### src/rtl/assert_macros.svh
// Assertion macros shared by the limb ALU RTL; clk and rst_n are taken from the using module.
`ifndef ASSERT_MACROS_SVH
`define ASSERT_MACROS_SVH

// Plain property, sampled on the rising clock, quiet while reset is held
`define FPLA_ASSERT(label, prop, msg) \
    label: assert property (@(posedge clk) disable iff (!rst_n) prop) \
        else $error(msg);

// Same-cycle implication
`define FPLA_ASSERT_IMPLY(label, ante, cons, msg) \
    `FPLA_ASSERT(label, (ante) |-> (cons), msg)

// Next-cycle implication
`define FPLA_ASSERT_NEXT(label, ante, cons, msg) \
    `FPLA_ASSERT(label, (ante) |=> (cons), msg)

`endif

### src/rtl/fpla_pkg.sv
// Shared types, widths and helpers for the fixed-point limb ALU.
`timescale 1ns / 1ps

package fpla_pkg;

    // Number format: LIMBS bytes, byte 0 is the signed integer part
    localparam int LIMB_W    = 8;
    localparam int LIMBS     = 8;
    localparam int NUM_W     = LIMB_W * LIMBS;
    localparam int WORD_W    = 64;
    // Magnitude with one guard byte below it, and its product with one limb
    localparam int ROW_W     = NUM_W + LIMB_W;
    localparam int PROD_W    = ROW_W + LIMB_W;

    typedef logic [NUM_W-1:0]  num_t;
    typedef logic [WORD_W-1:0] word_t;

    typedef enum logic [1:0] {
        OP_ADD = 2'd0,
        OP_NEG = 2'd1,
        OP_MUL = 2'd2
    } opcode_t;

    // Control that travels alongside each word through the pipeline
    typedef struct packed {
        logic    valid;
        opcode_t op;
        logic    flip;      // operand signs differ: negate the product
    } ctl_t;

    // Two's-complement negation, wrapping
    function automatic num_t neg_num(input num_t x);
        return num_t'(~x + num_t'(1));
    endfunction

endpackage

### src/rtl/fpla_prep.sv
// Operand stage: magnitudes and sign for multiply, add and negate results.
`timescale 1ns / 1ps
`include "assert_macros.svh"

module fpla_prep import fpla_pkg::*; (
    input  logic clk,
    input  logic rst_n,
    input  logic adv,
    input  ctl_t up_ctl,
    input  num_t a,
    input  num_t b,
    output ctl_t ctl,
    output num_t mag_a,
    output num_t mag_b,
    output num_t alt
);

    ctl_t ctl_reg, ctl_next;
    num_t mag_a_reg, mag_a_next;
    num_t mag_b_reg, mag_b_next;
    num_t alt_reg, alt_next;

    // Magnitudes (most negative value stays as is), sign difference, add/negate
    always_comb
    begin
        mag_a_next = a[NUM_W-1] ? neg_num(a) : a;
        mag_b_next = b[NUM_W-1] ? neg_num(b) : b;
        ctl_next       = up_ctl;
        ctl_next.flip  = a[NUM_W-1] ^ b[NUM_W-1];
        if (up_ctl.op == OP_NEG)
            alt_next = neg_num(a);
        else
            alt_next = num_t'(a + b);
    end

    // Control register
    always_ff @(posedge clk or negedge rst_n)
    begin
        if (!rst_n)
            ctl_reg <= '0;
        else if (adv)
            ctl_reg <= ctl_next;
    end

    // Payload registers
    always_ff @(posedge clk)
    begin
        if (adv)
        begin
            mag_a_reg <= mag_a_next;
            mag_b_reg <= mag_b_next;
            alt_reg   <= alt_next;
        end
    end

    assign ctl   = ctl_reg;
    assign mag_a = mag_a_reg;
    assign mag_b = mag_b_reg;
    assign alt   = alt_reg;

    // Only the most negative value keeps its top bit after taking the magnitude
    `FPLA_ASSERT_IMPLY(a_mag_top_bit, ctl_reg.valid && mag_a_reg[NUM_W-1],
        mag_a_reg[NUM_W-2:0] == '0, "magnitude of a has top bit set with other bits")

endmodule

### config.mk
export PLATFORM = sky130hd
export DESIGN_NAME = fpla_prep
export DESIGN_NICKNAME = d
export VERILOG_FILES = /design/src/rtl/fpla_pkg.sv /design/src/rtl/fpla_prep.sv
export VERILOG_INCLUDE_DIRS = /design/src /design/src/rtl
export SDC_FILE = /design/constraint.sdc
export NUM_CORES = 1
export LEC_CHECK = 0
export BUFFER_PORTS_ARGS = -buffer_cell sky130_fd_sc_hd__buf_2
export CAP_MARGIN = 20
export CORE_UTILIZATION = 45
export DETAILED_ROUTE_END_ITERATION = 10
export GPL_TIMING_DRIVEN = 0
export HOLD_SLACK_MARGIN = 0.05
export PLACE_DENSITY_LB_ADDON = 0.05
export SLEW_MARGIN = 40
export SYNTH_ARGS = -nofsm -noshare
export SYNTH_HDL_FRONTEND = slang
export SYNTH_SLANG_ARGS = --single-unit
### constraint.sdc
create_clock -name clk -period 0.8 [get_ports clk]
set_input_delay 0.16 -clock clk [delete_from_list [all_inputs] [get_ports clk]]
set_output_delay 0.16 -clock clk [all_outputs]
set_load 0.03 [all_outputs]
[After elaboration in Yosys (flattened, before gate mapping)]
Index checks and enable logic that the tools add are counted.
Word-level totals
  flip-flop bits (word level): 196
  latch bits: 0
  memory bits (writable): 0
  bits in read-only memories: 0
  input port bits: 135
  output and inout port bits: 196
  word-level logic and storage cells: 18
  memories kept: 0
Cells by class
  add/subtract/negate cells: 3
  $mul: 0
  divide/modulo/power cells: 0
  magnitude comparators: 0
  equality and inequality tests: 1
  shift-type cells: 0
  muxes and demuxes: 3
  bitwise operators: 3
  reduce and logical (&&, ||, !) cells: 0
Operators by type and width (number)
  $add A64 B1 Y64 const B: 2
  $not A64 Y64: 2
  $mux W63: 2
  $add A64 B64 Y64: 1
  $mux W64: 1
  $eq A2 B1 Y1 const B: 1
  $xor A1 B1 Y1: 1

[Depth between registers and ports, before layout]
  depth in word-level cells: 3
  gate-level depth with buffers: 14
  mapped depth without buffers: 12

[Least setup slack after synthesis]
No wires, ideal clock.
  kind: input to register
  start point: in a[0]
  end point: reg alt_reg[60], in the netlist alt[60], data pin
  data arrival time: 3.012 ns
  data required time: 0.534 ns
  path slack: -2.477 ns
  stages: 14
  path through: inv_1 ha_1 or3b_1 or3_1 clkbuf_1 nand2b_1 nor2_1 nand2_1 or3_1 clkbuf_1 or4_1 xor2_1 nand2_1 o21ai_1
Between the ends
  cells in the longest elaborated chain, start to end: 3
  elaborated cells between the ends (all ways): 4
Ends and longest elaborated chain
  from (decl): RTL line fpla_prep.sv:10  | input num_t a,
  $not A64 Y64: RTL line fpla_pkg.sv:33  | return num_t'(~x + num_t'(1));
  $add A64 B1 Y64: RTL line fpla_pkg.sv:33
  $mux W64 *: RTL line fpla_prep.sv:30  | if (up_ctl.op == OP_NEG)
  via alt_next[60]: RTL line fpla_prep.sv:21  | num_t alt_reg, alt_next;
  to (signal assigned): RTL line fpla_prep.sv:52  | alt_reg <= alt_next;
  to (decl): RTL line fpla_prep.sv:21
Mark *: on every way through the listed nets, which the timed path passes. The rest lies on a longest branch.
A chain may end at the register's enable or synchronous reset.

[Final worst setup path]
  start point: in b[23]
  end point: reg mag_b_reg[61], in the netlist mag_b[61], data pin
Between the ends
  cells in the longest elaborated chain, start to end: 3
Ends and longest elaborated chain
  from (decl): RTL line fpla_prep.sv:11  | input num_t b,
  $not A64 Y64: RTL line fpla_pkg.sv:33
  $add A64 B1 Y64: RTL line fpla_pkg.sv:33
  $mux W63: RTL line fpla_prep.sv:27  | mag_b_next = b[NUM_W-1] ? neg_num(b) : b;
  via mag_b_next[61]: RTL line fpla_prep.sv:20  | num_t mag_b_reg, mag_b_next;
  to (signal assigned): RTL line fpla_prep.sv:51  | mag_b_reg <= mag_b_next;
  to (decl): RTL line fpla_prep.sv:20
The timed path passes the listed nets, and every way through them passes these cells.

==> results.txt <==
The routed layout has 13,300 vias. Max-cap violations in this run came to 0. The run gives 1,403 as the number of cells produced by synthesis. The total power draw is 34.5 mW, and the effective utilization at floorplan is 45.7%.

The tree built by TritonCTS fans out to 196 sinks. At the worst endpoint, the required time is 1.00 ns. In this run, distinct cell masters in the synthesized netlist total 63. The sequential cells in the finished layout cover a total of 0.00587 mm².

The cell with the most instances after synthesis was edfxtp_1. Dividing the detail-routed wire length by the instance count gives 22.2 µm. The tools report the end point of the worst hold path as mag_a[30]$_DFFE_PP_. Ranked by instance count, the synthesized netlist is headed by edfxtp_1, xnor2_1, nand2_1. Based on the critical path, the design can be clocked at up to 0.341 GHz. Measured along the x axis, the die boundary spans 175 µm. The floorplan has 63 rows. The tools report the count of pins over their slew limit as 0. The tools report the number of CTS-inserted buffers as 17.

After synthesis, the cell types taking the most area are edfxtp_1, xnor2_1, ha_1, nand2_1, a21oi_1. The kind of cell adding the most delay to the critical path is simple AND/OR/NAND/NOR gates. The share of the clock period used by the worst path is 367%, and the fraction of the yosys area taken by sequential cells is 43.4%. edfxtp_1 takes more of the synthesized area than any other cell. The run gives 469 as the total of endpoints with negative setup slack in the final report.

Final core utilization: 71.7%. Worst hold path cell count: 2. The min-delay analysis places its worst path in the category in2reg.

Global routing used 32.9% of the available tracks across all layers. For this run, the leading register cell type out of synthesis is edfxtp_1. Half-perimeter wire length after placement: 35,000 µm. The final count of hold timing violations was 0; the share of Yosys cell area claimed by the top area cell type was 42.6%.

The run finished, with violations left. For this design, the CTS-stage hold fixing added 29 buffers. In this run the count of I/O pins placed on the die edge is 331. For the worst setup path, the data arrival time is 3.14 ns. Between clock sinks in the finished design, the worst skew comes to 0 ns.

Setup repair after global routing could not meet its margin everywhere. The standard cell core area is 0.0296 mm². The tools report the element type at the critical path start as an input port. For the pin with the worst max-slew slack, the measured transition is 1.01 ns.

CTS placed an instance of clkbuf_16 at the clock tree root. In this run the deepest clock path goes through 2 buffers. After detailed routing, the total wire length is 51,700 µm. Traced cell by cell, the critical path runs through buf_8 > or4_4 > or3_4 > or2_4 > or3_4 > nand2b_4 > or3_4 > nand2b_4 > or3_4 > o31ai_4 > xnor2_1. The largest single stage delay on the critical path is 0.54 ns. Entering global routing, the biggest net connects 73 pins. For this run, the post-layout net count is 2,124. For the worst IR drop on VDD, the log shows 1.47 mV. In this run the register-to-register setup slack is 0.01 ns. The mapped netlist covers 0.0135 mm². The synthesized area per cell is 9.64 µm², and the fraction of layout instances using a drive strength above 1 is 48.9%. In this run the static leakage power is 8.33 nW. The tools report the global-route wire length before repair as 75,600 µm. Synthesis inferred 196 register bits. Cell with the most instances on the worst path: or3_4. Yosys printed 0 warnings. After clock tree synthesis, the clock-pin slew on the worst setup and hold paths is 0.08 ns. The worst setup path is captured at a flip-flop. The residual antenna-violating net count after detailed routing was 0; the final estimated routing congestion in global placement was 0.909. TritonCTS built the clock tree. Dividing total power by cell area gives a power density of 1620 mW/mm².

The smallest clock period supported by the final layout is computed as 2.93 ns. The run gives 3 as the number of antenna violations at the first check in global routing. For this design, the slowest cell found on the critical path is or4_4. Summing all multi-input logic gate instances after layout gives 0.00997 mm². Number of iterations in the first detailed-routing pass: 5. The checks that failed: negative setup slack.

The run gives -2.13 ns as the least setup slack across all paths after layout. DRC violation count after routing: 0. The max-slew headroom at the worst pin came out at 32.4%. The worst-case reg-to-reg path depth was 1; the async set or reset register ratio after synthesis was 2.04%. For the CTS H-tree depth, the log shows 4. The synthesized net count is 1,604, and the via count of the first global-routing pass is 12,800. From synthesis to final layout, the design area changed by 57.1%. The worst setup path category was in2reg. The vertical die dimension is 175 µm, and the number of buffers added on ports is 328. In this run the worst path has a maximum fanout of 4. The count of flip-flops with a built-in enable after synthesis is 192.

The floorplan step defined a die boundary enclosing 0.0308 mm². For this block, the initial DRC count from the detailed router was 1,035. The critical register-to-register path endpoint was ctl[1]$_DFFE_PN0P_. After global routing the overflow that remains totals 0. The buffers plus inverters on the worst setup path works out to 1.

After detailed routing, the number of vias per cell comes to 5.73. The summed negative setup slack over all endpoints is -350.16 ns, and the filler cell count is 2,228. The worst hold path begins at a[30]. The later pin in the worst-skew pair is clocked with a latency of 0.46 ns. In this run the critical register-to-register path is launched from ctl[1]$_DFFE_PN0P_.
-- power by group --
part | total (mW) | internal, mW | switching (mW) | leakage (nW)
clock network | 8.80 | 4.38 | 4.41 | 0.274
logic | 12.6 | 4.64 | 7.92 | 6.13
registers | 13.2 | 12.8 | 0.356 | 1.92
-- per-stage QoR --
stage	cells	setup slack [ns]	area (µm²)	hold slack, ns
3_3_place_gp	2121	-3.15	16900	-0.0334
5_1_grt	2327	-2.22	21300	0.0476
2_1_floorplan	1403	-2.35	14800	-0.136
3_5_place_dp	2123	-2.94	17000	-0.0339
4_1_cts	2287	-2.13	20100	0.0503
6_report	2328	-2.13	21300	0.0434
-- logic make-up after synthesis --
| logic type | after synthesis | synth area share (%) |
|---|---|---|
| xor gates and xnor gates | 232 | 15.0 |
| AOI/OAI and AO/OA | 340 | 15.2 |
| and+or+nand+nor | 476 | 17.4 |
| buffers and inverters | 87 | 2.42 |
| DFF | 196 | 43.4 |
| muxes | 6 | 0.481 |
| adders and majority gates | 66 | 6.16 |
-- cells in the final DEF (no fill, tap or decap), types with 20 or more instances in the layout --
cell type      netlist  layout
o21ai_2              0      30
clkbuf_16            0      20
edfxtp_1           192     192
or3_4                3      29
xnor2_2              0      34
nor2_1              84      72
xnor2_1            184     150
buf_2                0     298
nor3_4               0      20
dlygate4sd3_1        0      29
nand2_2              0      40
o21ai_1              2      30
a21oi_2              0      25
o21ai_0            103      36
buf_4                0      80
a21oi_1            112      76
buf_6                0      93
a21o_1              32      32
ha_1                65      37
xor2_1              48      44
nand4_1             22      22
nand2_1            164     104
-- layer usage --
| layer | global-route usage (%) | vias up | part of all wire [%] |
|---|---|---|---|
| met5 | 0 | - | 0.027 |
| met4 | 14.1 | 2 | 3.7 |
| met3 | 6.34 | 98 | 7.3 |
| met2 | 50.8 | 568 | 46 |
| met1 | 45.0 | 6481 | 43 |
| li1 | - | 6179 | - |
-- timing repair --
| action | 4_1_cts | 5_1_grt |
|---|---|---|
| gates resized for setup | 326 | 192 |
| setup buffers | 123 | 64 |
| endpoints found under the setup margin | 456 | 525 |
| hold endpoints to repair | 31 | 1 |
| pin swaps | 141 | 135 |
-- area by class of cell --
type,instances,area share [%]
inverter,17,0.512
buffer,53,2.00
timing repair buffer,518,18.0
tap,390,2.30
clock inverter,15,0.683
sequential,196,27.6
multi-input combinational,1120,46.9
clock buffer,17,2.00
antenna,2,0.0235
-- worst max path at each step --
stage               start             endpoint  depth (start not counted)
global route        b[23]  mag_b[59]$_DFFE_PP_                         11
floorplan           b[23]  mag_b[59]$_DFFE_PP_                         10
finish              b[23]  mag_b[61]$_DFFE_PP_                         11
global placement      adv   ctl[3]$_DFFE_PN0P_                          2
CTS                 b[23]  mag_b[59]$_DFFE_PP_                         11
detailed placement   a[0]    alt[40]$_DFFE_PP_                         14
No activity file was read; power rests on OpenSTA's default activity.
