<file path="config.mk">
export PLATFORM = sky130hd
export DESIGN_NAME = fpla_fold
export DESIGN_NICKNAME = d
export VERILOG_FILES = /design/src/rtl/fpla_pkg.sv /design/src/rtl/fpla_fold.sv
export VERILOG_INCLUDE_DIRS = /design/src /design/src/rtl
export SDC_FILE = /design/constraint.sdc
export NUM_CORES = 1
export LEC_CHECK = 0
export BUFFER_PORTS_ARGS = -buffer_cell sky130_fd_sc_hd__buf_2
export CAP_MARGIN = 10
export CORE_AREA = 2 2 254 256
export CTS_CLUSTER_DIAMETER = 80
export DETAILED_ROUTE_END_ITERATION = 10
export DIE_AREA = 0 0 256 258
export PLACE_DENSITY_LB_ADDON = 0.08
export RECOVER_POWER = 50
export SLEW_MARGIN = 20
export SYNTH_ARGS = -nofsm -noshare
export SYNTH_HDL_FRONTEND = slang
export SYNTH_SLANG_ARGS = --single-unit
</file>
<file path="constraint.sdc">
create_clock -name clk -period 10.4 [get_ports clk]
set_clock_uncertainty 0.2 [all_clocks]
set_input_delay 2.08 -clock clk [delete_from_list [all_inputs] [get_ports clk]]
set_output_delay 2.08 -clock clk [all_outputs]
set_load 0.03 [all_outputs]
</file>
<file path="src/rtl/assert_macros.svh">
// Assertion macros shared by the limb ALU RTL; clk and rst_n are taken from the using module.
`ifndef ASSERT_MACROS_SVH
`define ASSERT_MACROS_SVH

// Plain property, sampled on the rising clock, quiet while reset is held
`define FPLA_ASSERT(label, prop, msg) \
    label: assert property (@(posedge clk) disable iff (!rst_n) prop) \
        else $error(msg);

// Same-cycle implication
`define FPLA_ASSERT_IMPLY(label, ante, cons, msg) \
    `FPLA_ASSERT(label, (ante) |-> (cons), msg)

// Next-cycle implication
`define FPLA_ASSERT_NEXT(label, ante, cons, msg) \
    `FPLA_ASSERT(label, (ante) |=> (cons), msg)

`endif

</file>
<file path="src/rtl/fpla_pkg.sv">
// Shared types, widths and helpers for the fixed-point limb ALU.
`timescale 1ns / 1ps

package fpla_pkg;

    // Number format: LIMBS bytes, byte 0 is the signed integer part
    localparam int LIMB_W    = 8;
    localparam int LIMBS     = 8;
    localparam int NUM_W     = LIMB_W * LIMBS;
    localparam int WORD_W    = 64;
    // Magnitude with one guard byte below it, and its product with one limb
    localparam int ROW_W     = NUM_W + LIMB_W;
    localparam int PROD_W    = ROW_W + LIMB_W;

    typedef logic [NUM_W-1:0]  num_t;
    typedef logic [WORD_W-1:0] word_t;

    typedef enum logic [1:0] {
        OP_ADD = 2'd0,
        OP_NEG = 2'd1,
        OP_MUL = 2'd2
    } opcode_t;

    // Control that travels alongside each word through the pipeline
    typedef struct packed {
        logic    valid;
        opcode_t op;
        logic    flip;      // operand signs differ: negate the product
    } ctl_t;

    // Two's-complement negation, wrapping
    function automatic num_t neg_num(input num_t x);
        return num_t'(~x + num_t'(1));
    endfunction

endpackage

</file>
<file path="src/rtl/fpla_fold.sv">
// Sum of row products, sign fix-up, opcode select and result register.
`timescale 1ns / 1ps
`include "assert_macros.svh"

module fpla_fold import fpla_pkg::*; (
    input  logic             clk,
    input  logic             rst_n,
    input  logic             adv,
    input  ctl_t             up_ctl,
    input  num_t [LIMBS-1:0] terms,
    input  num_t             up_alt,
    output logic             valid,
    output word_t            value
);

    ctl_t  ctl_reg;
    num_t  even_reg, even_next;
    num_t  odd_reg, odd_next;
    num_t  alt_reg;
    logic  valid_reg;
    word_t value_reg, value_next;

    num_t  prod;
    num_t  mul_res;
    num_t  res_num;

    // First half of the adder tree: even and odd rows apart
    always_comb
    begin
        even_next = '0;
        odd_next  = '0;
        for (int j = 0; j < LIMBS; j++)
        begin
            if ((j % 2) == 0)
                even_next = num_t'(even_next + terms[j]);
            else
                odd_next = num_t'(odd_next + terms[j]);
        end
    end

    // Final add, sign of product, opcode select, sign extension
    always_comb
    begin
        prod    = num_t'(even_reg + odd_reg);
        mul_res = ctl_reg.flip ? neg_num(prod) : prod;
        case (ctl_reg.op)
            OP_ADD, OP_NEG: res_num = alt_reg;
            OP_MUL:         res_num = mul_res;
            default:        res_num = '0;
        endcase
        value_next = WORD_W'(signed'(res_num));
    end

    // Control registers
    always_ff @(posedge clk or negedge rst_n)
    begin
        if (!rst_n)
        begin
            ctl_reg   <= '0;
            valid_reg <= 1'b0;
        end
        else if (adv)
        begin
            ctl_reg   <= up_ctl;
            valid_reg <= ctl_reg.valid;
        end
    end

    // Payload registers
    always_ff @(posedge clk)
    begin
        if (adv)
        begin
            even_reg  <= even_next;
            odd_reg   <= odd_next;
            alt_reg   <= up_alt;
            value_reg <= value_next;
        end
    end

    assign valid = valid_reg;
    assign value = value_reg;

    // The spare opcode gives zero
    `FPLA_ASSERT_NEXT(a_spare_op_zero,
        adv && ctl_reg.valid && ctl_reg.op != OP_ADD && ctl_reg.op != OP_NEG
            && ctl_reg.op != OP_MUL,
        value_reg == '0, "spare opcode did not give zero")

    // A word leaving the sum stage shows up as a valid result
    `FPLA_ASSERT_NEXT(a_sum_to_result, adv && ctl_reg.valid, valid_reg,
        "word lost between sum stage and result register")

endmodule

</file>
### After elaboration in Yosys (flattened, before gate mapping)

Cells that the tools add are included.
Widths: inputs -> output; s select.

* bits in read-only memories: 0
* memory bits (writable): 0
* bits in latches: 0
* output and inout bits: 65
* bits of input ports: 583
* flip-flop bits (word level): 261
* word-level logic and storage cells: 23
* memories kept: 0

* divide/modulo/power cells: 0
* bitwise operators: 1
* magnitude comparators: 0
* reductions and logical operators: 2
* equality and inequality tests: 2
* multiply operators: 0
* shift-type cells: 0
* add/sub/neg operators: 8
* mux-type cells: 2

Operators with widths (number)
* $add 64x64->64: 7
* $pmux 64 s2: 1
* $add 64x1->64 const B: 1
* $mux 64: 1
* $not 64->64: 1
* $eq 2x1->1 const B: 1
* $eq 2x2->1 const B: 1
* $logic_not 2->1: 1
* $reduce_or 2->1: 1

### Longest topological paths before layout

Gate-level depths: netlist (run 1).

* depth in word-level cells: 5
* depth in mapped cells: 18
* depth with buffers taken out: 18

### Least setup slack after synthesis (run 1)

No wires, ideal clock.

* path type: input port to flip-flop
* start point: in terms[65] (netlist bit)
* end point: reg odd_reg[61], data pin
* arrival: 6.124 ns
* slack: 3.811 ns
* stages on the path: 18
* path buffers: 0
* required time: 9.935 ns
* library setup time: 0.265 ns
* cell sequence: fa_1 fa_1 ha_1 inv_1 fa_1 nor2b_1 o31a_1 o21ai_0 nand2_1 a31oi_1 o22ai_1 o41ai_1 o22ai_1 a21o_1 a211o_1 a31oi_1 o21ai_0 xor2_1

* word-level cells in the longest chain between the ends: 3

RTL lines
* start: declaration: RTL line fpla_fold.sv:10 `input num_t [LIMBS-1:0] terms,`
* $add 64x64->64 (3 in a row): RTL line fpla_fold.sv:37 `odd_next = num_t'(odd_next + terms[j]);`
* named net odd_next[61]: RTL line fpla_fold.sv:18 `num_t odd_reg, odd_next;`
* end signal: assignment: RTL line fpla_fold.sv:75 `odd_reg <= odd_next;`
* end: declaration: RTL line fpla_fold.sv:18

The timed path passes the listed nets, and every way through them passes these cells.
A chain may end at the register's enable or synchronous reset.

### Worst setup path after layout (run 1)

* start point: in adv
* end point: reg odd_reg[26] (enable)

RTL lines
* start: declaration: RTL line fpla_fold.sv:8 `input logic adv,`

No word-level cell between the ends.

==> flow_summary.ini, run 1 <==
[outcome]
status = complete, but fails checks
violations = max-capacitance violations, max-slew violations

[logic_synthesis]
async_flop_share = 0.0192
synth-edff-count = 256
yosysTopAreaCell = edfxtp_1
ys_seq_area_frac = 0.296
synth_nets = 3534
avgSynthCellArea_um2 = 10.5
dominantRegCellSynth = edfxtp_1
synth.top_cell.area_share = 0.292
synth_cell_types = 90
synthTopCellsByArea = edfxtp_1, fa_1, ha_1
synth-seq-cells = 261
synth_cells = 2508
syn_area_um2 = 26400
yosys_warnings = 0

[global_routing]
gr-usage-all-layers = 0.246
grt_first_pass_wirelength_um = 129000
grt_max_degree = 136
gr-total-overflow = 0
grt_pass1_vias = 22800
antenna_found_initial = 8

[setup_path]
end_kind = flip-flop
cp_num_buf_inv = 2
cp.arrival_ns = 8.34
max_stage_delay_ns = 4.86
crit_type = in2reg
crit_fanout = 135
r2r_setup_slack_ns = 4.78
start_kind = input pin
crit_required_ns = 10.38
cp_top_family = buffers and inverters
rr_startpoint = even_reg[10]
cp_slowest_cell = clkbuf_1
ff2ff_path_depth = 14
path_cells = clkbuf_1, buf_4
r2r-end = value[58]

[sta]
drv_slew = 206
min_period_over_period = 0.803
max_slew_margin = -3.71
max_freq_ghz = 0.120
final.setup.worst_slack_ns = 2.05
finalHoldViolations = 0
finalSetupTns_ns = 0
worst_slew_pin_slew_ns = 7.07
min_period_ns = 8.35
setup_viol = 0
rsz0062_at_grt = false

[final_layout]
nets = 4126
final_core_util = 0.491
area_delta_synth_final_pct = 18.7
drive_above_1_share = 0.213
final_cell_area_um2 = 31300

[power]
power_switching_w = 0.00511
combPwrFrac = 0.713
p_leak_nw = 13.0
p_int_w = 0.00500
sw_frac_of_total = 0.505
total_power_w = 0.0101
pwr-share-clk = 0.107
powerDensity_nw_per_um2 = 323
peakVddDrop_uv = 152
power.share.sequential = 0.180

[place]
place.gp.congestion = 0.941
io_buffer_count = 647
dp_hpwl_um = 71300
dp_slack_ns = 2.34
dpl_cell_area_um2 = 30400

[floorplan]
ios = 648
core.rowCount = 93
die_h_um = 258
core-area_um2 = 63600
start_util = 0.414
die_area_um2 = 66000
die_width_um = 256

[route]
route.detailed.drc = 0
drt-vias-per-instance = 5.58
wl_per_cell_um = 20.9
route.met3.wl_um = 4440
wirelength_um = 83100
vias = 22200
routed.top_layer = met5
routedLengthMet1_um = 38900
postRouteAntennaNets = 0
met2WireLength_um = 38500
drt_iter0_drc = 1578
first_pass_iters = 5

[clocking]
cts_buffers = 31
ctsResizeCount = 0
cts_root_buf = clkbuf_16
cts_buffer_depth = 3
clock-sinks = 261
cts_hold_repair.buffers = 0
worstSkewPairLatency_ns = 0.56
h-tree-depth = 1
post_cts_buffers = 0
tritoncts = done
path_clk_slew_ns = 0.06

[hold_path]
min_path_type = reg2reg
worstHoldStart = ctl_reg[3]
holdPathStages = 1
min_to = valid

[run]
maxCapViolations = 2
==> metrics by stage <==
stage / hold slack, ns / cells
final: 0.300 / 3980
after detailed placement: 0.293 / 3922
after CTS: 0.307 / 3979
after global routing: 0.323 / 3980
after global placement: 0.284 / 3922
after floorplan: 0.275 / 2508
==> logic make-up after synthesis <==
logic type / Yosys count / synth area share
AOI/OAI and AO/OA: 788 / 0.200
xor gates and xnor gates: 222 / 0.0738
adders and majority gates: 443 / 0.282
buffers and inverters: 161 / 0.0236
DFF: 261 / 0.296
muxes: 10 / 0.00399
and+or+nand+nor: 623 / 0.120
==> power by group through the flow <==
stage	combinational, W	sequential (W)	clock (W)
finish	0.00720	0.00182	0.00108
global route	0.00794	0.00186	0.00115
CTS	0.00717	0.00182	0.00111
detailed placement	0.00713	0.00184	0
global placement	0.00708	0.00184	0
floorplan	0.00496	0.00189	0
==> placed cells by master, fill, tap and decap left out, types with 29 or more instances in the layout <==
| cell | Yosys | routed |
|---|---|---|
| xnor2_1 | 148 | 148 |
| nor2_1 | 124 | 123 |
| nand2_1 | 171 | 171 |
| inv_1 | 64 | 65 |
| nand3_1 | 58 | 58 |
| a21o_1 | 94 | 94 |
| edfxtp_1 | 256 | 256 |
| nor3_1 | 40 | 40 |
| nand2b_1 | 29 | 29 |
| o21bai_1 | 31 | 31 |
| a21oi_1 | 219 | 219 |
| o31ai_1 | 30 | 30 |
| o21ai_0 | 136 | 136 |
| xor2_1 | 74 | 74 |
| nand4_1 | 44 | 44 |
| buf_2 | 6 | 559 |
| clkbuf_1 | 83 | 92 |
| clkbuf_16 | 0 | 31 |
| a22o_1 | 49 | 49 |
| fa_1 | 253 | 253 |
| ha_1 | 190 | 190 |
==> per-layer routing <==
| metal | track usage | up-vias |
|---|---|---|
| met5 | 0 | - |
| met1 | 0.358 | 10800 |
| met2 | 0.406 | 781 |
| met3 | 0.0236 | 76 |
| li1 | - | 10600 |
| met4 | 0.0416 | 2 |
==> final cells by class <==
type	count	area, um2
Multi-Input combinational cell	2086	17900
Clock buffer	34	787
Clock inverter	23	244
Timing Repair Buffer	654	3180
Sequential cell	261	7810
Fill cell	6102	32400
Tap cell	855	1070
Antenna cell	1	2.50
Inverter	66	248
==> worst max path at each step <==
stage,startpoint,to,slack (ns),cells after the start
floorplan,terms[65],odd_reg[61],3.81,18
global placement,terms[1],even_reg[63],2.39,19
detailed placement,terms[1],even_reg[63],2.34,19
CTS,terms[1],even_reg[63],2.92,19
global route,adv,even_reg[39],1.43,2
finish,adv,odd_reg[26],2.05,2
==> synth_stat cells (7+ instances only) <==
master,instances
a211o_1,11
a211oi_1,19
a21boi_0,7
a21o_1,94
a21oi_1,219
a221o_1,7
a22o_1,49
a311oi_1,7
a31o_2,7
a31oi_1,25
and2_1,16
and3_1,27
and4_1,8
clkbuf_1,83
edfxtp_1,256
fa_1,253
ha_1,190
inv_1,64
nand2_1,171
nand2b_1,29
nand3_1,58
nand4_1,44
nor2_1,124
nor2b_1,25
nor3_1,40
nor3b_1,8
nor4_1,9
o211ai_1,11
o21a_1,27
o21ai_0,136
o21ai_1,13
o21bai_1,31
o22ai_1,7
o2bb2ai_1,10
o31ai_1,30
or2_2,13
or3_1,17
or4_1,10
xnor2_1,148
xor2_1,74
(Power assumes the default switching activity.)
==> inputs of run 2 (changes only) <==
==> constraint.sdc (replaced) <==
create_clock -name clk -period 6.8 [get_ports clk]
set_clock_uncertainty 0.2 [all_clocks]
set_input_delay 1.36 -clock clk [delete_from_list [all_inputs] [get_ports clk]]
set_output_delay 1.36 -clock clk [all_outputs]
set_load 0.03 [all_outputs]
==> run 2 against run 1 <==
The run still ends with max-capacitance violations, max-slew violations left. First-iteration DRC count shrank 12%. Clock power grew 56%. Setup slack lost 1.6 ns. Total power grew 54%. Via count is 0.14% higher. Non-clock buffer count up 7. Combinational power rose by 54%. Cell area rose by 0.22%. Core utilization increased by 0.11 points. Sequential power grew 53%. Sequential cell count is the same. Critical endpoint is now even_reg[63].
==> flow_summary.ini, run 2 (synthesis results as in run 1) <==
[outcome]
status = complete, but fails checks
violations = max-capacitance violations, max-slew violations

[global_routing]
grt_max_degree = 141
gr-total-overflow = 0
antenna_found_initial = 9
grt_first_pass_wirelength_um = 130000
gr-usage-all-layers = 0.248
grt_pass1_vias = 22900

[route]
drt-vias-per-instance = 5.57
vias = 22200
routedLengthMet1_um = 39000
route.detailed.drc = 0
routed.top_layer = met5
wl_per_cell_um = 21.0
met2WireLength_um = 38500
first_pass_iters = 5
drt_iter0_drc = 1390
postRouteAntennaNets = 0
route.met3.wl_um = 4640
wirelength_um = 83600

[setup_path]
path_common_cell = fa_1
ff2ff_path_depth = 14
rr_startpoint = odd_reg[15]
crit_type = in2reg
cp.arrival_ns = 6.46
cp_slowest_cell = fa_1
r2r-end = value[61]
end_kind = flip-flop
max_stage_delay_ns = 0.56
start_kind = input pin
crit_required_ns = 6.90
crit_fanout = 3
path_cells = clkbuf_1, fa_1, fa_1, ha_1, inv_1, fa_1, nor2b_1, o31a_1, o311ai_0, buf_4, a21boi_1, o21ai_0, a21oi_1, buf_4, o221a_2, a311oi_1, o21ai_0, a31oi_1, o311ai_0, a21oi_1, xnor2_1
r2r_setup_slack_ns = 0.99

[hold_path]
worstHoldStart = ctl_reg[3]
holdPathStages = 1
min_path_type = reg2reg
min_to = ctl_reg[3]

[sta]
rsz0062_at_grt = false
min_period_over_period = 0.936
min_period_ns = 6.36
max_slew_margin = -1.13
finalHoldViolations = 0
setup_viol = 0
worst_slew_pin_slew_ns = 3.20
max_freq_ghz = 0.157
drv_slew = 336

[power]
combPwrFrac = 0.713
p_leak_nw = 13.0
p_int_w = 0.00769
power.share.sequential = 0.179
sw_frac_of_total = 0.505
power_switching_w = 0.00786
peakVddDrop_uv = 284
powerDensity_nw_per_um2 = 496
pwr-share-clk = 0.108

[floorplan]
die_width_um = 256
core-area_um2 = 63600
die_h_um = 258
die_area_um2 = 66000
core.rowCount = 93
start_util = 0.414
ios = 648

[place]
io_buffer_count = 647
dpl_cell_area_um2 = 30400
dp.cells = 3929
dp_hpwl_um = 71800
place.gp.congestion = 0.932

[clocking]
clock-sinks = 261
h-tree-depth = 1
path_clk_slew_ns = 0.06
tritoncts = done
worstSkewPairLatency_ns = 0.58
post_cts_buffers = 0
cts_buffers = 31
cts_root_buf = clkbuf_16
ctsResizeCount = 0
cts_hold_repair.buffers = 0
cts_buffer_depth = 3

[final_layout]
final_cell_mix = buf_2, edfxtp_1, fa_1
nets = 4133
drive_above_1_share = 0.213
final_cells = 3990
area_delta_synth_final_pct = 18.9
final_common_cell = buf_2
final_cell_area_um2 = 31300

[run]
maxCapViolations = 3
-- run 2: cell types whose count changed in the layout (fill, tap and decap cells not counted), sizes merged --
cell / before / now
buf: 565 / 568
inv: 68 / 67
bufinv: 4 / 5
clkinvlp: 3 / 1
diode: 1 / 5
clkbuf: 123 / 128
-- run 2: critical path, delay by kind of cell --
kind | cells | cell delay [ns]
xor+xnor | 1 | 0.08
fa+ha+maj | 4 | 1.42
compound gates | 11 | 2.95
buf+inv | 4 | 0.56
simple gates | 1 | 0.09
-- run 2: how the worst max path moves through the flow --
stage / startpoint / to / slack [ns]
floorplan: terms[65] / odd_reg[61] / 0.93
detailed placement: terms[1] / even_reg[63] / -0.25
CTS: terms[1] / even_reg[63] / 0.30
global route: terms[1] / even_reg[63] / 0.11
global placement: terms[1] / even_reg[63] / -0.23
finish: terms[1] / even_reg[63] / 0.44
-- run 2: cell type report --
class | instances | area, um2
repair buffers | 661 | 3230
multi-input cells | 2086 | 17900
inverters | 66 | 248
clock buffers | 35 | 791
clock inverters | 21 | 248
well taps | 855 | 1070
diodes | 5 | 12.5
fillers | 6046 | 32300
flip-flops and latches | 261 | 7810
-- run 2: through the flow --
step / hold WS [ns] / power [W] / setup TNS [ns] / utilization / setup slack (ns)
floorplan: 0.275 / 0.0105 / 0 / - / 0.931
global placement: 0.284 / 0.0137 / -0.481 / 0.478 / -0.232
detailed placement: 0.295 / 0.0138 / -0.475 / 0.478 / -0.251
CTS: 0.308 / 0.0155 / 0 / 0.494 / 0.305
global route: 0.323 / 0.0168 / 0 / 0.492 / 0.114
finish: 0.305 / 0.0155 / 0 / 0.492 / 0.437
-- run 2: per-layer routing --
metal / GRT usage / up-vias
met3: 0.0286 / 89
met1: 0.359 / 10800
met2: 0.403 / 790
met4: 0.0486 / 2
met5: 0 / -
li1: - / 10600
-- run 2: power groups by stage --
stage          Sequential, W  Combinational (W)  Clock (W)
6_report             0.00278             0.0111    0.00168
5_1_grt              0.00283             0.0122    0.00178
4_1_cts              0.00278             0.0110    0.00172
3_5_place_dp         0.00281             0.0110          0
3_3_place_gp         0.00280             0.0109          0
2_1_floorplan        0.00290            0.00758          0
==> inputs of run 3 (changes only) <==
--- a/config.mk
+++ b/config.mk
@@ -12,7 +12,7 @@
 export CTS_CLUSTER_DIAMETER = 80
 export DETAILED_ROUTE_END_ITERATION = 10
 export DIE_AREA = 0 0 256 258
-export PLACE_DENSITY_LB_ADDON = 0.08
+export PLACE_DENSITY = 0.67
 export RECOVER_POWER = 50
 export SLEW_MARGIN = 20
 export SYNTH_ARGS = -nofsm -noshare
==> run 3 against run 2 <==
The flow still finishes with violations (max-capacitance violations, max-slew violations). First-iteration DRC count rose by 18%. Via count is 1.2% lower. Sequential share of layout area decreased by 0.095 points. Largest power group unchanged. Maximum frequency increased by 1.5%. Hold slack about the same.
==> flow_summary.ini, run 3 (synthesis results as in run 1) <==
[setup_path]
r2r_setup_slack_ns = 1.10
path_cells = clkbuf_1, fa_1, fa_1, ha_1, inv_1, fa_1, nor2b_1, o31a_1, o311ai_0, buf_4, a21boi_0, o21ai_0, a21oi_1, o221a_2, a311oi_1, o21ai_0, a31oi_1, o311ai_0, a21oi_1, xnor2_1
crit_required_ns = 6.91
rr_startpoint = odd_reg[11]
cp_slowest_cell = fa_1
cp_num_buf_inv = 3
end_kind = flip-flop
startpoint = terms[1]
r2r-end = value[58]
crit_end = even_reg[63]
cp.arrival_ns = 6.38
start_kind = input pin
cp.depth = 20
crit_fanout = 3
crit_type = in2reg
path_common_cell = fa_1
ff2ff_path_depth = 14
cp_top_family = compound AO/OA/AOI/OAI gates
max_stage_delay_ns = 0.50

[floorplan]
start_util = 0.414
core-area_um2 = 63600
die_h_um = 258
core.rowCount = 93
die_area_um2 = 66000
die_width_um = 256
ios = 648

[route]
vias = 22000
drt-vias-per-instance = 5.50
drt_iter0_drc = 1636
route.detailed.drc = 0
first_pass_iters = 5
postRouteAntennaNets = 0
wl_per_cell_um = 20.1
wirelength_um = 80300

[global_routing]
gr-usage-all-layers = 0.237
gr-total-overflow = 0
grt_max_degree = 115
grt_first_pass_wirelength_um = 124000
use_met2 = 0.383
gr-usage-met3 = 0.0263
grt_pass1_vias = 22000
top_usage_layer = met2
use_met1 = 0.344
antenna_found_initial = 11

[power]
peakVddDrop_uv = 270
p_leak_nw = 13.2
total_power_w = 0.0154
powerDensity_nw_per_um2 = 489

[sta]
rsz0062_at_grt = false
drv_slew = 164
max_freq_ghz = 0.159
max_slew_margin = -2.31
setup_viol = 0
finalHoldViolations = 0
worst_slew_pin_slew_ns = 4.96
finalSetupTns_ns = 0
min_period_ns = 6.27
min_period_over_period = 0.922

[place]
place.gp.congestion = 0.967
dp_hpwl_um = 68400
io_buffer_count = 647

[clocking]
tritoncts = done
cts_root_buf = clkbuf_16
ctsResizeCount = 0
worstSkewPairLatency_ns = 0.58
cts_hold_repair.buffers = 0
cts_buffers = 30
h-tree-depth = 1
cts_buffer_depth = 3
post_cts_buffers = 0
path_clk_slew_ns = 0.06
clock-sinks = 261

[outcome]
status = complete, but fails checks
violations = max-capacitance violations, max-slew violations

[run]
maxCapViolations = 2

[final_layout]
area_delta_synth_final_pct = 19.4
final_core_util = 0.494
nets = 4132
drive_above_1_share = 0.236
final_cell_mix = buf_2, edfxtp_1, fa_1
final_common_cell = buf_2

[hold_path]
min_path_type = reg2reg
run 3: cell count changes in the layout (fill, tap and decap cells not counted), sizes merged:
cell      change
clkbuf       -70
buf          +67
clkinv        -4
clkinvlp      +4
inv           +4
diode         +3
bufinv        -1
run 3: worst min-delay path by stage:
stage / cells past startpoint / startpoint / endpoint / slack (ns)
2_1_floorplan: 1 / ctl_reg[3] / ctl_reg[3] / 0.27
3_3_place_gp: 1 / ctl_reg[3] / valid / 0.29
3_5_place_dp: 1 / ctl_reg[3] / ctl_reg[3] / 0.29
4_1_cts: 1 / ctl_reg[3] / ctl_reg[3] / 0.31
5_1_grt: 1 / alt_reg[58] / value[58] / 0.33
6_report: 1 / ctl_reg[3] / ctl_reg[3] / 0.30
run 3: metal layers:
layer  share of wire  up-vias  wire length (um)
met5         0.00032        -                26
met4           0.020        4              1620
met3           0.056       91              4520
met2            0.46      711             36800
met1            0.47    10600             37400
li1                -    10600                 -
run 3: worst register-to-register path, cell delays in order (launching register included):
cell,delay (ns)
edfxtp_1,0.45
ha_1,0.49
nand3_1,0.20
or4_1,0.58
nor3_2,0.36
o31ai_1,0.23
a211oi_1,0.59
or2_2,0.27
a31oi_1,0.13
a211o_1,0.33
nor4b_1,0.70
a21oi_1,0.12
or3_1,0.38
xor2_1,0.29
o2bb2ai_1,0.09
run 3: stage by stage:
stage / hold WS [ns] / cells / area, um2 / worst slack (ns)
final: 0.305 / 3993 / 31500 / 0.529
after global routing: 0.334 / 3991 / 31400 / 0.183
after CTS: 0.306 / 3985 / 31500 / 0.545
after detailed placement: 0.292 / 3929 / 30400 / -0.0574
after global placement: 0.286 / 3929 / 30400 / -0.0503
after floorplan: 0.275 / 2508 / 26400 / 0.931
run 3: power by group:
group	internal, W	switching, W	leakage, nW
Clock	0.000999	0.000707	0.504
Sequential	0.00256	0.000226	2.58
Combinational	0.00413	0.00675	10.1
Total	0.00769	0.00769	13.2
run 3: cell type report:
class                   count  area, um2
fillers                  5965      32200
multi-input cells        2086      17900
flip-flops and latches    261       7810
repair buffers            661       3320
well taps                 855       1070
clock buffers              32        779
clock inverters            24        278
inverters                  66        248
diodes                      8       20.0
